[config.mk]
export PLATFORM = sky130hd
export DESIGN_NAME = cpbps_dist
export DESIGN_NICKNAME = d
export VERILOG_FILES = /design/src/sv/cpbps_pkg.sv /design/src/sv/cpbps_dist.sv
export SDC_FILE = /design/constraint.sdc
export NUM_CORES = 2
export LEC_CHECK = 0
export CAP_MARGIN = 20
export CORE_ASPECT_RATIO = 0.7
export CORE_MARGIN = 2
export CORE_UTILIZATION = 55
export CTS_BUF_LIST = sky130_fd_sc_hd__clkbuf_4 sky130_fd_sc_hd__clkbuf_8
export DETAILED_ROUTE_END_ITERATION = 10
export DONT_BUFFER_PORTS = 1
export GPL_TIMING_DRIVEN = 0
export PLACE_DENSITY = 0.76
export SETUP_SLACK_MARGIN = 0.5
export SYNTH_ARGS = -nofsm -noshare
export SYNTH_HDL_FRONTEND = slang
export SYNTH_SLANG_ARGS = --single-unit
[constraint.sdc]
create_clock -name clk_i -period 6.5 [get_ports clk_i]
set_input_delay 0.975 -clock clk_i [delete_from_list [all_inputs] [get_ports clk_i]]
set_output_delay 0.975 -clock clk_i [all_outputs]
set_load 0.02 [all_outputs]
[src/sv/cpbps_pkg.sv]
package cpbps_pkg;

  localparam int unsigned STORE_DEPTH_DEF = 256;
  localparam int unsigned COORD_BITS_DEF  = 24;

  localparam int unsigned DIST_BITS = 50;
  localparam logic [DIST_BITS-1:0] DIST_MAX = '1;

  typedef enum logic [1:0] {
    ACT_CLEAR  = 2'd0,
    ACT_LOAD   = 2'd1,
    ACT_PROBE  = 2'd2,
    ACT_REPORT = 2'd3
  } action_e;

  typedef struct packed {
    logic                 valid;
    logic [DIST_BITS-1:0] sq_dist;
  } dist_res_t;

endpackage

[src/sv/cpbps_dist.sv]
module cpbps_dist import cpbps_pkg::*; #(
  parameter int unsigned COORD_BITS = COORD_BITS_DEF
) (
  input  logic                    clk_i,
  input  logic                    rst_ni,
  input  logic                    valid_i,
  input  logic [3*COORD_BITS-1:0] probe_i,
  input  logic [3*COORD_BITS-1:0] point_i,
  output dist_res_t               res_o,
  output logic [3*COORD_BITS-1:0] match_o,
  output logic                    busy_o
);

  localparam int unsigned SQ_W  = 2 * COORD_BITS;
  localparam int unsigned SUM_W = SQ_W + 2;
  localparam int unsigned EXT_W = (SUM_W > DIST_BITS) ? SUM_W : DIST_BITS + 1;

  logic                    v1_q, v2_q, v3_q;
  logic [COORD_BITS-1:0]   abs_d [3];
  logic [COORD_BITS-1:0]   abs_q [3];
  logic [SQ_W-1:0]         sq_q  [3];
  logic [3*COORD_BITS-1:0] pt1_q, pt2_q, pt3_q;
  logic [DIST_BITS-1:0]    dist_d, dist_q;
  logic [SUM_W-1:0]        sum;
  logic [EXT_W-1:0]        sum_ext;

  always_comb begin
    logic [COORD_BITS:0] diff;
    for (int k = 0; k < 3; k++) begin
      diff = {probe_i[k*COORD_BITS + COORD_BITS-1], probe_i[k*COORD_BITS +: COORD_BITS]}
           - {point_i[k*COORD_BITS + COORD_BITS-1], point_i[k*COORD_BITS +: COORD_BITS]};
      if (diff[COORD_BITS]) begin
        diff = ~diff + 1'b1;
      end
      abs_d[k] = diff[COORD_BITS-1:0];
    end
  end

  assign sum     = SUM_W'(sq_q[0]) + SUM_W'(sq_q[1]) + SUM_W'(sq_q[2]);
  assign sum_ext = EXT_W'(sum);
  assign dist_d  = (sum_ext > EXT_W'(DIST_MAX)) ? DIST_MAX : sum_ext[DIST_BITS-1:0];

  always_ff @(posedge clk_i or negedge rst_ni) begin
    if (!rst_ni) begin
      v1_q <= 1'b0;
      v2_q <= 1'b0;
      v3_q <= 1'b0;
    end else begin
      v1_q <= valid_i;
      v2_q <= v1_q;
      v3_q <= v2_q;
    end
  end

  always_ff @(posedge clk_i) begin
    for (int k = 0; k < 3; k++) begin
      abs_q[k] <= abs_d[k];
      sq_q[k]  <= SQ_W'(abs_q[k]) * SQ_W'(abs_q[k]);
    end
    pt1_q  <= point_i;
    pt2_q  <= pt1_q;
    pt3_q  <= pt2_q;
    dist_q <= dist_d;
  end

  assign res_o.valid   = v3_q;
  assign res_o.sq_dist = dist_q;
  assign match_o       = pt3_q;
  assign busy_o        = v1_q | v2_q | v3_q;

endmodule

# Yosys cells after proc, flatten, opt, wreduce, memory -nomap -nowiden
# Memory sizes are Yosys's and may differ from the RTL's.
# Index checks and enable logic that the tools add are counted.
# totals
mem_bits_rw	216
word_cells	29
regBits	269
n_memories	2
# classes
addsub	8
multipliers	3
order_cmp	1
bitwise	5
muxes	3
# mem_list
memory	words	width	read_ports	rd_ports_with_merged_regs	wr	line_no	source
sq_q	3	48	3	0	3	cpbps_dist.sv:21	logic [SQ_W-1:0] sq_q [3];
abs_q	3	24	3	0	3	cpbps_dist.sv:20	logic [COORD_BITS-1:0] abs_q [3];
# op_table
operator	count
$mul A24 B24 Y48	3
$sub A24 B24 Y25	3
$add A24 B1 Y24 const B	3
$mux W24	3
$not A24 Y24	3
$add A49 B48 Y50	1
$gt A50 B50 Y1 const B	1
$add A48 B48 Y49	1
$or A1 B1 Y1	2

# Longest topological paths before layout
# logic_depth
depth_word	4
depth_mapped	29
ltp_nobuf	28

# Worst setup path before layout
# Ideal clock, no wire load.
# synth_timing
path_kind	reg-to-reg
startpoint	memory abs_q[0][40] in the netlist's numbering
endpoint	memory sq_q[0][92] in the netlist's numbering
path_stages_with_launch	26
synth_period_minus_slack_ns	7.045
arrival_time_ns	6.974
path_slack_ns	-0.545
required_ns	6.428
setup_ns	0.072
n_path_buf	2
cell_sequence	dfxtp_1 clkbuf_1 clkbuf_1 nand2_1 fa_1 inv_1 fa_1 fa_1 inv_1 fa_1 inv_1 fa_1 fa_1 inv_1 fa_1 inv_1 ha_1 nand2_1 nor3_1 nand2_1 or4_1 o22a_1 a21o_1 a311o_1 o31ai_1 xor2_1
# synth_lines
item	line_no
from (decl)	cpbps_dist.sv:20
to (decl)	cpbps_dist.sv:21

==> summary.txt <==
Timing
  • Fin crit period: 7290 ps
  • Final setup vio count: 68
  • Fin crit share: 112%
  • Final Worst Setup Slack: -793 ps
  • Pins over their slew limit: 0
  • Max Freq: 0.137 GHz
  • Final Hold Vio Count: 0
  • TNS Setup: -28,150 ps
  • Fin Clk Skew: 72.1 ps
  • Worst-margin pin slew: 994 ps
  • Worst slew margin relative to its limit: 32.9%
  • RSZ-0062 raised after global routing: yes

Synthesis
  • Top cell type's share of synthesized area: 39.2%
  • Asr flop ratio synth: 0.622%
  • Sequential-to-total area share from yosys stat: 14.4%
  • Post-synth top area cell: fa_1
  • Cell with the most instances after synthesis: inv_1
  • Ys Warns: 0
  • Synth Register Bits: 482
  • Number of flops mapped to enable cells by yosys: 0
  • Mapped Avg Cell Area: 9.44 um^2
  • Post-Syn Area: 67,300 um^2
  • Mapped Cells: 7,132
  • Post-synthesis cell type count: 81
  • Synth area leaders: fa_1 (39%), dfxtp_1 (14%), ha_1 (12%), inv_1 (11%), and2_1 (3.4%)
  • Top_reg_cell synth: dfxtp_1
  • Top cell types by occurrence after synthesis: inv_1 (1,933), fa_1 (1,317), ha_1 (648)

Finish
  • Layout area overhead: 19.7%
  • Fillcell total: 9,063
  • Flip-flop and latch area: 9920 um^2
  • Final nets: 9,714
  • Layout cells sized above 1: 18.3%
  • Multi-input logic area: 52,800 um^2

Die
  • Initial Util: 55.4%
  • Top Ports: 271
  • Die Span Y: 297 um
  • Die ar.: 125,000 um^2
  • Area of the core: 122,000 um^2
  • Chip width: 422 um
  • # rows: 107

Critical path
  • CP endpoint kind: flip-flop
  • CP Data Arrival Time: 8010 ps
  • Top cell by count, worst path: fa_1
  • Startpoint Class: flip-flop
  • Worst setup path class: flip-flop to flip-flop
  • Critical Path RT: 7220 ps
  • Slowest cell delay on critical path: 570 ps
  • Worst-path fanout max: 6
  • Slowest stage cell, crit path: fa_2

Flow run
  • Max_cap viols: 0

Clocking
  • Clk slew on worst S/H paths: 70 ps
  • Root Driver: clkbuf_8
  • H-tree lvl count: 3
  • Worst-skew pair later-pin latency: 830 ps
  • Num CTS Buffers: 78
  • CTS tree: yes
  • Clock Sinks: 482
  • CTS Buffer Depth: 3

Route
  • Initial DRC Count: 4,492
  • Vias/cell: 5.48
  • Total detailed-routing wirelength: 197,000 um
  • Wirelength per Cell: 21.2 um
  • DRT Pass-1 Iters: 9
  • # DRC: 0
  • Post-route ant nets: 0
  • DR vias: 50,954

Global route
  • Total grt overflow: 0
  • Largest net degree at the start of global routing: 13
  • Antenna violations before repair: 8
  • GRT Util Overall: 31.3%
  • Number of global-route vias before repair: 53,865
  • First-pass GRT wire length: 300,000 um

Outcome
  • Failing checks: setup timing
  • Outcome: complete, but fails checks

Worst hold path
  • Worst Hold Class: input port to flip-flop

Place
  • Number of port buffers: 0
  • Routability cong.: 1.04
  • Detailed placement HPWL: 153,000 um
sequential cells by signal (all words and copies together), names as in the netlist:
register and count:
v1_q 1, dist_q 50, pt1_q 72, pt2_q 72, sq_q 141, v3_q 1
abs_q 72, match_o 72, v2_q 1
layout make-up:
| cell class | count | share of cell area (%) |
|---|---|---|
| multi-input combinational | 4521 | 65.6 |
| sequential | 482 | 12.3 |
| inverter | 1933 | 9.03 |
| timing repair buffer | 389 | 4.39 |
| buffer | 197 | 3.90 |
| tap | 1635 | 2.54 |
| clock buffer | 105 | 1.70 |
| clock inverter | 33 | 0.537 |
| antenna | 5 | 0.0155 |
metrics by stage:
stage	setup slack [ps]	hold slack (ps)	instance area, um^2	util, %	std cells
3_3_place_gp	-1420	310	71300	58.7	8768
5_1_grt	-932	150	80600	66.3	9297
4_1_cts	-655	118	78200	64.3	9170
2_1_floorplan	41.8	310	69300	-	7133
6_report	-793	170	80600	66.3	9300
3_5_place_dp	-1550	312	71300	58.7	8768
per-layer routing:
layer | share of wire (%) | global-route usage, % | vias to the layer above
li1 | - | - | 22422
met1 | 41 | 44.1 | 25515
met2 | 43 | 46.2 | 2579
met3 | 12 | 9.89 | 434
met4 | 3.2 | 9.40 | 4
met5 | 0.013 | 0 | -
cells by family (layout without fill, tap and decap cells):
group / count (synthesis) / after routing / share of synthesized area [%]
compound gates: 791 / 791 / 7.79
other cells: 2 / 8 / 0.0112
simple gates: 1434 / 1434 / 10.4
buf+inv: 2130 / 2657 / 11.9
xor+xnor: 319 / 319 / 4.18
flops: 482 / 482 / 14.4
fa+ha+maj: 1965 / 1965 / 51.2
mux: 9 / 9 / 0.139
worst max-delay path, delay by kind of cell (launching register included):
kind | cells | cell delay [ps]
xor gates and xnor gates | 1 | 290
DFF | 1 | 480
buffers and inverters | 9 | 950
and+or+nand+nor | 5 | 790
AOI/OAI and AO/OA | 5 | 830
adders and majority gates | 8 | 3830
worst paths after layout:
path                                 startpoint                   end  slack (ps)  cells past startpoint
setup / recovery           abs_q[0][53]$_DFF_P_  sq_q[0][131]$_DFF_P_        -790                     28
setup reg to reg           abs_q[0][53]$_DFF_P_  sq_q[0][131]$_DFF_P_        -790                     28
hold / removal                      point_i[44]     pt1_q[44]$_DFF_P_         170                      0
min in group asynchronous                rst_ni        v2_q$_DFF_PN0_         440                      1
max in group asynchronous                rst_ni        v3_q$_DFF_PN0_        5920                      1
hold reg to reg               pt2_q[36]$_DFF_P_   match_o[36]$_DFF_P_         290                      0
repair_timing:
item,4_1_cts,5_1_grt
pin swaps,249,273
hold endpoints to repair,3,0
cloned,1,1
gates resized for setup,606,368
hold buffers,1,0
setup endpoints to repair,95,95
buffers inserted,262,124
cells in the final DEF (no fill, tap or decap), drive strengths merged, types with 38 or more instances in the layout:
master	count
inv	1932
fa	1317
ha	648
nand2	580
dfxtp	479
buf	410
and2	363
clkbuf	280
xnor2	216
a21oi	216
nor2	184
a21o	165
o21ai	125
xor2	103
nor3	56
o21a	49
nand3	49
nor2b	43
and3	39
o21bai	38
Power is not shown: default switching activity piles up to over one toggle a cycle in this logic, so the estimate is an artifact.
